--- src/rtl/mhsp_pkg.sv ---
`timescale 1ns / 1ps
// ----------------------------------------------------------------------------
// mhsp_pkg: shared types and constants for the sixteen-point compass heading
// Angle format, CORDIC arctangent table, compass point bounds, side-band type.
// ----------------------------------------------------------------------------
package mhsp_pkg;

    localparam int CORDIC_STEPS = 23;
    localparam int PRE_SHIFT    = 24;
    localparam int DEG_FRAC     = 16;
    localparam int ZW           = 25;   // signed angle accumulator, Q9.16
    localparam int HW           = 25;   // unsigned placed heading, Q9.16
    localparam int HEAD_W       = 9;
    localparam int POINT_W      = 4;
    localparam int POINTS       = 16;

    localparam logic [HEAD_W-1:0] DEG_0   = 9'd0;
    localparam logic [HEAD_W-1:0] DEG_90  = 9'd90;
    localparam logic [HEAD_W-1:0] DEG_180 = 9'd180;
    localparam logic [HEAD_W-1:0] DEG_270 = 9'd270;
    localparam logic [HEAD_W-1:0] DEG_359 = 9'd359;
    localparam logic [HEAD_W-1:0] DEG_360 = 9'd360;

    localparam logic [HW-1:0] Q_45  = HW'(45  * (1 << DEG_FRAC));
    localparam logic [HW-1:0] Q_90  = HW'(90  * (1 << DEG_FRAC));
    localparam logic [HW-1:0] Q_180 = HW'(180 * (1 << DEG_FRAC));
    localparam logic [HW-1:0] Q_360 = HW'(360 * (1 << DEG_FRAC));

    localparam logic signed [ZW-1:0] ATAN_Q16 [CORDIC_STEPS] = '{
        25'sd2949120, 25'sd1740967, 25'sd919879, 25'sd466945, 25'sd234379,
        25'sd117304,  25'sd58666,   25'sd29335,  25'sd14668,  25'sd7334,
        25'sd3667,    25'sd1833,    25'sd917,    25'sd458,    25'sd229,
        25'sd115,     25'sd57,      25'sd29,     25'sd14,     25'sd7,
        25'sd4,       25'sd2,       25'sd1
    };

    localparam logic [HEAD_W-1:0] POINT_UPPER [POINTS] = '{
        9'd11,  9'd34,  9'd56,  9'd79,  9'd101, 9'd124, 9'd146, 9'd169,
        9'd191, 9'd214, 9'd236, 9'd259, 9'd281, 9'd304, 9'd326, 9'd349
    };

    typedef struct packed {
        logic              fixed;      // axis case, heading known up front
        logic [HEAD_W-1:0] fixed_deg;
        logic              equal;      // |x| == |y|
        logic              x_neg;
        logic              y_neg;
    } side_t;

endpackage

--- src/rtl/mhsp_finish.sv ---
`timescale 1ns / 1ps
// ----------------------------------------------------------------------------
// mhsp_finish: heading back end
// Places the angle in its quadrant, adds declination mod 360, picks the point.
// ----------------------------------------------------------------------------
module mhsp_finish
    import mhsp_pkg::*;
(
    input  logic                 clk,
    input  logic                 rst_n,
    input  logic [HEAD_W-1:0]    decl,
    input  logic                 in_valid,
    output logic                 in_ready,
    input  logic signed [ZW-1:0] z_in,
    input  side_t                side_in,
    output logic                 out_valid,
    input  logic                 out_ready,
    output logic [HEAD_W-1:0]    heading_deg,
    output logic [POINT_W-1:0]   direction_point
);

    logic                 raw_valid_reg;
    logic [HEAD_W-1:0]    raw_reg, raw_next;
    logic                 raw_ready;
    logic                 out_valid_reg;
    logic [HEAD_W-1:0]    heading_reg, heading_next;
    logic [POINT_W-1:0]   point_reg, point_next;
    logic [HW-1:0]        ang, hq;
    logic [HEAD_W-1:0]    whole;
    logic [HEAD_W:0]      sum;
    logic [POINT_W:0]     cnt;

    assign raw_ready = !out_valid_reg || out_ready;
    assign in_ready  = !raw_valid_reg || raw_ready;

    // quadrant placement, truncation to whole degrees
    always_comb
    begin
        if (side_in.equal)
            ang = Q_45;
        else if (z_in[ZW-1])
            ang = '0;
        else if (HW'(z_in) > Q_90)
            ang = Q_90;
        else
            ang = HW'(z_in);
        if (!side_in.y_neg)
            hq = side_in.x_neg ? (Q_180 - ang) : ang;
        else
            hq = side_in.x_neg ? (Q_180 + ang) : (Q_360 - ang);
        whole = hq[HW-1:DEG_FRAC];
        if (side_in.fixed)
            raw_next = side_in.fixed_deg;
        else if (whole >= DEG_360)
            raw_next = DEG_359;
        else
            raw_next = whole;
    end

    // declination, mod 360, point lookup
    always_comb
    begin
        sum = {1'b0, raw_reg} + {1'b0, decl};
        if (sum >= {DEG_360, 1'b0})
            heading_next = HEAD_W'(sum - {DEG_360, 1'b0});
        else if (sum >= {1'b0, DEG_360})
            heading_next = HEAD_W'(sum - {1'b0, DEG_360});
        else
            heading_next = sum[HEAD_W-1:0];
        cnt = '0;
        for (int i = 0; i < POINTS; i++)
            cnt = cnt + {{POINT_W{1'b0}}, (heading_next > POINT_UPPER[i])};
        point_next = cnt[POINT_W-1:0];   // above the last bound wraps to N
    end

    always_ff @(posedge clk or negedge rst_n)
    begin
        if (!rst_n)
        begin
            raw_valid_reg <= 1'b0;
            out_valid_reg <= 1'b0;
        end
        else
        begin
            if (in_ready)
                raw_valid_reg <= in_valid;
            if (raw_ready)
                out_valid_reg <= raw_valid_reg;
        end
    end

    always_ff @(posedge clk)
    begin
        if (in_valid && in_ready)
            raw_reg <= raw_next;
        if (raw_valid_reg && raw_ready)
        begin
            heading_reg <= heading_next;
            point_reg   <= point_next;
        end
    end

    assign out_valid       = out_valid_reg;
    assign heading_deg     = heading_reg;
    assign direction_point = point_reg;

endmodule

--- config.mk ---
export PLATFORM = sky130hd
export DESIGN_NAME = mhsp_finish
export DESIGN_NICKNAME = d
export VERILOG_FILES = /design/src/rtl/mhsp_pkg.sv /design/src/rtl/mhsp_finish.sv
export SDC_FILE = /design/constraint.sdc
export NUM_CORES = 1
export LEC_CHECK = 0
export ABC_CLOCK_PERIOD_IN_PS = 17200
export BUFFER_PORTS_ARGS = -buffer_cell sky130_fd_sc_hd__buf_2
export CAP_MARGIN = 20
export CORE_MARGIN = 4
export CORE_UTILIZATION = 45
export DETAILED_ROUTE_END_ITERATION = 10
export PLACE_DENSITY = 0.72
export RECOVER_POWER = 25
export SLEW_MARGIN = 20
export SYNTH_ARGS = -nofsm -noshare
export SYNTH_HDL_FRONTEND = slang
export SYNTH_SLANG_ARGS = --single-unit
--- constraint.sdc ---
create_clock -name clk -period 17.2 [get_ports clk]
set_clock_uncertainty 0.2 [all_clocks]
set_input_delay 0.86 -clock clk [delete_from_list [all_inputs] [get_ports clk]]
set_output_delay 0.86 -clock clk [all_outputs]
set_load 0.02 [all_outputs]
==> out/results.ini <==
[run_status]
outcome = complete, no violations

[sta]
tns_ns = 0
setup_viol = 0
worstMarginPinSlew_ns = 0.9875
hold_viol_final = 0
max-slew-margin-rel_pct = 34.16
fin_crit_sh_pct = 46.30
fin_crit_ns = 7.964
finalMaxSlewViolations = 0
setup_slack_ns = 9.236
fmax_mhz = 125.6
rsz0062_at_grt = false

[clock_tree]
postCtsHoldBufs = 0
cts.sinks = 24
numCtsBuffers = 3
ctsHtreeMaxLevel = 1
clkTransAtPathRegs_ns = 0.09
cts_tree = yes
post_cts_buffers = 0
ctsResizeCount = 0
cts_buffer_depth = 2
clockRootBuffer = clkbuf_8
clk_latency_ns = 0.27

[drt]
drcViolationCount = 0
via_count = 2752
antenna_left = 0
routed_wl_um = 7056
drtIter0Drc = 162
first_pass_iters = 4
wire_per_inst_um = 14.98
via_per_inst = 5.843

[floorplan]
die_x_um = 90.06
dieArea_mm2 = 0.008111
start_util_pct = 46.92
rows = 29
ioPinCount = 66
core-area_mm2 = 0.006459
fp.dieH_um = 90.06

[synth]
yosysUniqueCellTypes = 71
yosys_register_bits = 24
synth_cells = 336
syn_nets = 422
synth_flop_cell = edfxtp_1
syn_area_mm2 = 0.003030
ys.warnings.count = 0
synth-edff-count = 22
seq_area_frac_synth_pct = 23.45
syn_area_per_cell_um2 = 9.019
async_flop_share_pct = 8.333

[critical_path]
crit_type = in -> reg
end_kind = register
start_kind = input pin
cp.required_ns = 17.02
crit_arrival_ns = 7.78
cp_max_fo = 11

[min_path]
worst_hold_path_type = in -> async

[placement]
hpwl_um = 5783
dpl_worst_slack_ns = 9.016
numPortBuffers = 65
place_congestion = 0.9777

[global_route]
overflow = 0
grtUsageTotal_pct = 17.03
grt_pass1_vias = 2554
grt_max_degree = 16
antenna_found_initial = 0
grt_pass1_wl_um = 11790

[job]
drv_cap = 0

[power_and_ir_drop]
vdd_drop_max_mv = 0.4169
leakage_nw = 1.444
powerDensity_mw_per_mm2 = 247.3
p_total_uw = 857.0

[layout]
post_route_cells_drive_above_1_share_pct = 25.38
ff_latch_area_um2 = 710.7
fill_cells = 617
multi_input_area_mm2 = 0.002196
nNetsFinal = 481
syn2layout_area_growth_pct = 14.37
n_antenna_cell = 0

-- cell type report --
type | instances | share of cell area (%)
clock buffers | 3 | 1.191
clock inverters | 1 | 0.8664
inverters | 18 | 1.949
multi-input cells | 283 | 63.36
flip-flops and latches | 24 | 20.51
well taps | 77 | 2.780
repair buffers | 65 | 9.350
-- per-stage QoR --
step	instance area, um2	hold slack (ns)	std cells	util (%)
after detailed placement	3396	0.2741	467	52.58
after CTS	3467	0.1445	471	53.68
after floorplan	3030	0.2490	336	-
final	3466	0.1538	471	53.66
after global placement	3396	0.2730	467	52.58
after global routing	3466	0.1379	471	53.66
-- where the power goes --
part / internal [mW] / switching [mW] / total, mW
logic: 0.296 / 0.378 / 0.674
registers: 0.131 / 0.00304 / 0.134
clock network: 0.0311 / 0.0177 / 0.0489
-- layout by cell type (no fill, tap or decap), types with 4 or more instances in the layout --
cell / instances
ha_1: 24
inv_1: 17
buf_2: 64
nand2_1: 28
nor3_1: 12
nor4_1: 7
nand2b_1: 4
a21o_1: 6
a21oi_1: 20
nand4_1: 6
xor2_1: 6
edfxtp_1: 22
fa_1: 11
o21ai_1: 7
nor2_1: 22
o21ai_0: 14
nor3b_1: 5
a211oi_1: 7
o211ai_1: 9
xnor2_1: 7
nand3_1: 8
mux2i_1: 5
-- synth_stat cells (all sizes together) (3+ instances only) --
| cell | count | area (um2) |
|---|---|---|
| nand2 | 29 | 111.4 |
| nor2 | 25 | 101.4 |
| ha | 24 | 300.3 |
| a21oi | 23 | 126.4 |
| o21ai | 23 | 122.6 |
| edfxtp | 22 | 660.6 |
| inv | 18 | 67.56 |
| nor3 | 13 | 70.07 |
| o211ai | 12 | 105.1 |
| fa | 11 | 220.2 |
| xnor2 | 10 | 121.4 |
| a211oi | 8 | 72.57 |
| nand3 | 8 | 40.04 |
| nor4 | 7 | 43.79 |
| xor2 | 7 | 68.82 |
| a21o | 6 | 45.04 |
| clkbuf | 6 | 22.52 |
| nand4 | 6 | 37.54 |
| and2 | 5 | 31.28 |
| buf | 5 | 33.78 |
| mux2i | 5 | 50.05 |
| nor3b | 5 | 37.54 |
| nand2b | 4 | 25.02 |
| o211a | 4 | 40.04 |
| a2111oi | 3 | 26.28 |
| a31oi | 3 | 18.77 |
| nor2b | 3 | 18.77 |
| o21a | 3 | 22.52 |
| o21bai | 3 | 22.52 |
| o31ai | 3 | 27.52 |
| or3 | 3 | 18.77 |
-- worst max-delay path, stage by stage --
cell	delay [ns]
buf_2	0.11
ha_1	0.24
fa_1	0.45
a21o_1	0.24
a21oi_1	0.18
xor2_1	0.40
inv_1	0.19
ha_1	0.25
nor2b_1	0.13
o2111ai_1	0.10
o311ai_2	0.18
a32oi_4	0.38
mux2i_1	0.13
a22oi_1	0.79
nand2_1	0.15
o21ai_1	0.19
fa_1	0.48
fa_1	0.54
fa_1	0.52
fa_1	0.49
ha_1	0.24
fa_1	0.38
xor2_1	0.16
-- routing by layer --
metal / GRT usage (%) / vias up / share of wire, %
met4: 2.806 / 0 / 0.57
met1: 23.34 / 1287 / 46
met2: 29.62 / 72 / 49
li1: - / 1388 / -
met5: 0 / - / 0
met3: 1.586 / 5 / 4.6
-- cells by family (layout without fill, tap and decap cells) --
logic type	count (synthesis)	after routing	synth area share (%)
AOI/OAI and AO/OA	108	108	26.84
and+or+nand+nor	116	116	19.78
muxes	7	7	2.395
xor gates and xnor gates	17	17	6.276
adders and majority gates	35	35	17.18
DFF	24	24	23.45
buffers and inverters	29	87	4.087
-- worst paths after layout --
kind	slack [ns]	cells after the start	from	end
setup / recovery	9.24	23	decl[0]	direction_point[2]
hold / removal	0.15	1	rst_n	raw_valid_reg
setup reg to reg	9.57	22	raw_reg[0]	direction_point[2]
hold reg to reg	0.30	1	raw_valid_reg	out_valid
max in group asynchronous	16.52	1	rst_n	out_valid
min in group clk	0.30	1	raw_valid_reg	out_valid
Note: power is estimated with default switching activity, not from simulation.
