### src/rtl/mhsp_pkg.sv
`timescale 1ns / 1ps
// ----------------------------------------------------------------------------
// mhsp_pkg: shared types and constants for the sixteen-point compass heading
// Angle format, CORDIC arctangent table, compass point bounds, side-band type.
// ----------------------------------------------------------------------------
package mhsp_pkg;

    localparam int CORDIC_STEPS = 23;
    localparam int PRE_SHIFT    = 24;
    localparam int DEG_FRAC     = 16;
    localparam int ZW           = 25;   // signed angle accumulator, Q9.16
    localparam int HW           = 25;   // unsigned placed heading, Q9.16
    localparam int HEAD_W       = 9;
    localparam int POINT_W      = 4;
    localparam int POINTS       = 16;

    localparam logic [HEAD_W-1:0] DEG_0   = 9'd0;
    localparam logic [HEAD_W-1:0] DEG_90  = 9'd90;
    localparam logic [HEAD_W-1:0] DEG_180 = 9'd180;
    localparam logic [HEAD_W-1:0] DEG_270 = 9'd270;
    localparam logic [HEAD_W-1:0] DEG_359 = 9'd359;
    localparam logic [HEAD_W-1:0] DEG_360 = 9'd360;

    localparam logic [HW-1:0] Q_45  = HW'(45  * (1 << DEG_FRAC));
    localparam logic [HW-1:0] Q_90  = HW'(90  * (1 << DEG_FRAC));
    localparam logic [HW-1:0] Q_180 = HW'(180 * (1 << DEG_FRAC));
    localparam logic [HW-1:0] Q_360 = HW'(360 * (1 << DEG_FRAC));

    localparam logic signed [ZW-1:0] ATAN_Q16 [CORDIC_STEPS] = '{
        25'sd2949120, 25'sd1740967, 25'sd919879, 25'sd466945, 25'sd234379,
        25'sd117304,  25'sd58666,   25'sd29335,  25'sd14668,  25'sd7334,
        25'sd3667,    25'sd1833,    25'sd917,    25'sd458,    25'sd229,
        25'sd115,     25'sd57,      25'sd29,     25'sd14,     25'sd7,
        25'sd4,       25'sd2,       25'sd1
    };

    localparam logic [HEAD_W-1:0] POINT_UPPER [POINTS] = '{
        9'd11,  9'd34,  9'd56,  9'd79,  9'd101, 9'd124, 9'd146, 9'd169,
        9'd191, 9'd214, 9'd236, 9'd259, 9'd281, 9'd304, 9'd326, 9'd349
    };

    typedef struct packed {
        logic              fixed;      // axis case, heading known up front
        logic [HEAD_W-1:0] fixed_deg;
        logic              equal;      // |x| == |y|
        logic              x_neg;
        logic              y_neg;
    } side_t;

endpackage

### src/rtl/mhsp_prep.sv
`timescale 1ns / 1ps
// ----------------------------------------------------------------------------
// mhsp_prep: sample front end
// Takes magnitudes, pre-scales them for the CORDIC and flags special cases.
// ----------------------------------------------------------------------------
module mhsp_prep
    import mhsp_pkg::*;
#(
    parameter int SAMPLE_BITS = 16,
    parameter int W           = 42
)(
    input  logic                          clk,
    input  logic                          rst_n,
    input  logic                          in_valid,
    output logic                          in_ready,
    input  logic signed [SAMPLE_BITS-1:0] field_x,
    input  logic signed [SAMPLE_BITS-1:0] field_y,
    output logic                          out_valid,
    input  logic                          out_ready,
    output logic signed [W-1:0]           cx,
    output logic signed [W-1:0]           cy,
    output side_t                         side
);

    logic                 valid_reg;
    logic signed [W-1:0]  cx_reg, cx_next;
    logic signed [W-1:0]  cy_reg, cy_next;
    side_t                side_reg, side_next;
    logic signed [W-1:0]  xs, ys, ax, ay;

    assign in_ready = !valid_reg || out_ready;

    always_comb
    begin
        xs = {{(W-SAMPLE_BITS){field_x[SAMPLE_BITS-1]}}, field_x};
        ys = {{(W-SAMPLE_BITS){field_y[SAMPLE_BITS-1]}}, field_y};
        ax = field_x[SAMPLE_BITS-1] ? -xs : xs;
        ay = field_y[SAMPLE_BITS-1] ? -ys : ys;
        cx_next = ax <<< PRE_SHIFT;
        cy_next = ay <<< PRE_SHIFT;
        side_next.x_neg = field_x[SAMPLE_BITS-1];
        side_next.y_neg = field_y[SAMPLE_BITS-1];
        side_next.equal = (ax == ay);
        side_next.fixed = 1'b0;
        side_next.fixed_deg = DEG_0;
        if (field_y == '0)
        begin
            side_next.fixed = 1'b1;
            side_next.fixed_deg = field_x[SAMPLE_BITS-1] ? DEG_180 : DEG_0;
        end
        else if (field_x == '0)
        begin
            side_next.fixed = 1'b1;
            side_next.fixed_deg = field_y[SAMPLE_BITS-1] ? DEG_270 : DEG_90;
        end
    end

    always_ff @(posedge clk or negedge rst_n)
    begin
        if (!rst_n)
            valid_reg <= 1'b0;
        else if (in_ready)
            valid_reg <= in_valid;
    end

    always_ff @(posedge clk)
    begin
        if (in_valid && in_ready)
        begin
            cx_reg   <= cx_next;
            cy_reg   <= cy_next;
            side_reg <= side_next;
        end
    end

    assign out_valid = valid_reg;
    assign cx        = cx_reg;
    assign cy        = cy_reg;
    assign side      = side_reg;

endmodule

### config.mk
export PLATFORM = sky130hd
export DESIGN_NAME = mhsp_prep
export DESIGN_NICKNAME = d
export VERILOG_FILES = /design/src/rtl/mhsp_pkg.sv /design/src/rtl/mhsp_prep.sv
export SDC_FILE = /design/constraint.sdc
export NUM_CORES = 1
export LEC_CHECK = 0
export ABC_AREA = 0
export BUFFER_PORTS_ARGS = -buffer_cell sky130_fd_sc_hd__buf_4
export CAP_MARGIN = 20
export CORE_MARGIN = 2
export CORE_UTILIZATION = 35
export CTS_CLUSTER_DIAMETER = 80
export DETAILED_ROUTE_END_ITERATION = 8
export PLACE_DENSITY = 0.65
export SYNTH_ARGS = -nofsm -noshare
export SYNTH_HDL_FRONTEND = slang
export SYNTH_SLANG_ARGS = --single-unit
### constraint.sdc
create_clock -name clk -period 1.9 [get_ports clk]
set_input_delay 0.285 -clock clk [delete_from_list [all_inputs] [get_ports clk]]
set_output_delay 0.285 -clock clk [all_outputs]
set_load 0.01 [all_outputs]
==> qor.csv <==
stage;metric;value;unit
run_status;status;finished with violations;
run_status;violations;negative setup slack;
floorplan;start_util;0.361;
cells_and_area;n_fill_cell;708;
clock_network;h-tree-depth;2;
sta;final_max_slew_viol_count;0;
clock_network;insertion_delay;300;ps
setup_path;r2r-end;cy[31]$_DFFE_PP_;
placed_design;gp_congestion;0.828;
setup_path;crit_type;in -> reg;
setup_path;crit_cells;7;
setup_path;cpMaxStageDelayCell;or4_4;
synthesis;yosysTopAreaCellShare;0.469;
synthesis;synth.avg_cell_area;11.7;um^2
power_and_ir_drop;p_seq_frac;0.479;
cells_and_area;multi_input_area;1490;um^2
sta;hold_viol;0;
floorplan;pin_count;135;
setup_path;worst-endpoint-arrival;2440;ps
min_path;min_path_cells;2;
clock_network;clockRootBuffer;clkbuf_8;
cells_and_area;regArea;1410;um^2
placed_design;portBuffers;85;
synthesis;synthesis.area;2950;um^2
sta;layout_setup_ws;-410;ps
setup_path;crit_start;field_y[9];
setup_path;crit_top_cell;or4_4;
cells_and_area;design_area;4480;um^2
grt;grt_max_degree;47;
setup_path;crit_path_cell_trace;buf_6 -> or4_4 -> nand4b_1 -> a211o_1 -> xnor3_1 -> or4_4 -> nor4b_2;
placed_design;placed_cell_area;4170;um^2
cells_and_area;syn2layout_area_growth;52.0;%
cells_and_area;drive_gt1_frac;0.507;
floorplan;die_y;95.8;um
sta;post-route-min-period;2310;ps
sta;clock.fmax;433;MHz
clock_network;cts_tree;yes;
power_and_ir_drop;power.share.clock;0.240;
synthesis;ys_ff_latch;47;
setup_path;critPathMaxStageDelay;550;ps
drt;wl;7550;um
flow_run;maxCapViolCount;0;
synthesis;ys_top_cells_by_area;edfxtp_1, buf_4, xnor2_1;
setup_path;cp-end-kind;register;
synthesis;ys_types;53;
drt;drc;0;
setup_path;rr_worst_depth;3;
synthesis;synth_edf_count;46;
power_and_ir_drop;internal_power;1.88;mW
sta;rsz0062_at_grt;yes;
synthesis;synthFlopType;edfxtp_1;
cells_and_area;final_util;0.548;
synthesis;seq_area_frac_synth;0.477;
power_and_ir_drop;p_per_area;577;nW/um^2
drt;num_vias;2454;
floorplan;rows;33;
grt;grt_use_total;0.161;
setup_path;cp-endpoint;side[2]$_DFFE_PP_;
synthesis;synth_largest_area_cell;edfxtp_1;
setup_path;r2r_slack;640;ps
sta;final-setup-viol-count;9;
drt;vias_per_cell;4.62;
floorplan;core;8180;um^2
power_and_ir_drop;switching_share;0.271;
placed_design;hpwl;5850;um
setup_path;worstReg2RegStart;out_valid$_DFFE_PN0N_;
power_and_ir_drop;ir_worst_vdd;274;uV
grt;grt_first_pass_wirelength;11200;um
power_and_ir_drop;p_sw;702;uW
drt;first_pass_iters;4;
synthesis;async_flop_share;0.0213;
synthesis;ys_warn_count;0;
drt;ant_nets;0;
grt;grt_pass1_vias;2275;
clock_network;clk_path_buf_depth;2;
sta;fin_crit_sh;1.22;
grt;antenna_found_initial;0;
power_and_ir_drop;p_leak;1.96;nW
synthesis;synthCells;251;
cells_and_area;antennaDiodeCount;0;
grt;grt_overflow;0;
setup_path;crit_fanout;3;
sta;skew;10.2;ps
min_path;hold_class;in -> reg;
setup_path;crit_path_start_kind;primary input;
setup_path;cpLargestDelayFamily;simple AND/OR/NAND/NOR gates;
cells_and_area;fin_nets;465;
setup_path;required;2030;ps
power_and_ir_drop;comb_power_share;0.281;
setup_path;path_buf_inv;1;
drt;drtIter0Drc;151;
clock_network;cts.sinks;47;
drt;routedWlPerCell;14.2;um
floorplan;die_x;95.8;um
placed_design;pre_cts_slack;-889;ps
floorplan;die-area;9170;um^2
clock_network;clk_pin_slew_worst_paths;90;ps
clock_network;numCtsBuffers;5;
## power groups by stage
stage	clock network, mW	registers, mW	logic (mW)
after floorplan	0	1.29	0.333
after global placement	0	1.26	0.665
after detailed placement	0	1.26	0.676
after CTS	0.636	1.24	0.704
after global routing	0.689	1.24	0.785
final	0.620	1.24	0.725
## cells by family after synthesis
kind of cell,share of synthesized area
XOR/XNOR,0.106
flip-flops,0.477
multiplexers,0.00764
AO/OA/AOI/OAI,0.0981
AND/OR/NAND/NOR,0.147
buffers and inverters,0.146
other,0.00127
adder cells (fa/ha/maj),0.0170
## layout make-up
class	count	share of cell area
sequential	47	0.314
inverter	8	0.00670
timing repair buffer	170	0.298
tap	105	0.0293
multi-input combinational	193	0.331
clock buffer	7	0.0193
clock inverter	1	0.00112
## Yosys cell counts, types with 2 or more instances
cell and instances:
buf_4 51, edfxtp_1 46, xnor2_1 18, xor2_1 15, inv_1 8, nor2_1 8
or4_1 8, nand2b_1 7, nor4_1 6, o31ai_1 6, or3_1 6, nand2_1 5
o21ai_1 5, ha_1 4, nor3_1 4, or2_1 4, a31oi_1 3, o41ai_2 3
a211o_1 2, a211oi_1 2, a21boi_0 2, buf_2 2, mux2_2 2, nor3b_1 2
o41ai_1 2, or2_2 2, or3b_1 2
## worst min-delay path by stage
| stage | start | to |
|---|---|---|
| after CTS | in_valid | out_valid$_DFFE_PN0N_ |
| after floorplan | rst_n | out_valid$_DFFE_PN0N_ |
| after global routing | in_valid | out_valid$_DFFE_PN0N_ |
| after detailed placement | rst_n | out_valid$_DFFE_PN0N_ |
| final | in_valid | out_valid$_DFFE_PN0N_ |
| after global placement | rst_n | out_valid$_DFFE_PN0N_ |
## worst register-to-register path: cells and delay by family (launching register included)
kind	cells	cell delay, ps
buf+inv	1	250
flops	1	400
simple gates	2	300
## timing repair
action | 4_1_cts | 5_1_grt
pin swaps | 8 | 6
gates cloned | 0 | 0
endpoints found under the hold margin | 1 | 0
setup endpoints to repair | 11 | 10
setup buffers | 1 | 3
resized for setup | 21 | 22
hold buffers | 1 | 0
## metrics by stage
stage	hold slack [ps]	TNS (ps)	power [mW]	instances
2_1_floorplan	-10.6	-1350	1.63	303
3_3_place_gp	60.1	-6120	1.93	519
3_5_place_dp	61.6	-6660	1.94	519
4_1_cts	186	-1660	2.58	529
5_1_grt	191	-2680	2.72	531
6_report	190	-2340	2.59	531
## layer usage
metal,GRT usage,share of wire,vias to the layer above
met5,0,0,-
li1,-,-,1170
met4,0.0500,0.015,0
met3,0.0345,0.085,9
met1,0.196,0.40,1150
met2,0.283,0.50,125
## placed cells by master, fill, tap and decap left out, types with 3 or more instances in the layout
| cell | instances |
|---|---|
| a31oi_1 | 3 |
| buf_4 | 156 |
| buf_6 | 12 |
| clkbuf_8 | 6 |
| conb_1 | 53 |
| edfxtp_1 | 46 |
| ha_1 | 4 |
| inv_1 | 6 |
| nand2_1 | 4 |
| nand2b_1 | 6 |
| nor2_1 | 6 |
| nor3_1 | 3 |
| nor4_1 | 5 |
| o31ai_1 | 5 |
| o41ai_2 | 3 |
| or2_1 | 4 |
| or3_1 | 4 |
| or4_4 | 9 |
| xnor2_1 | 16 |
| xor2_1 | 15 |
No activity file was read; power rests on OpenSTA's default activity.
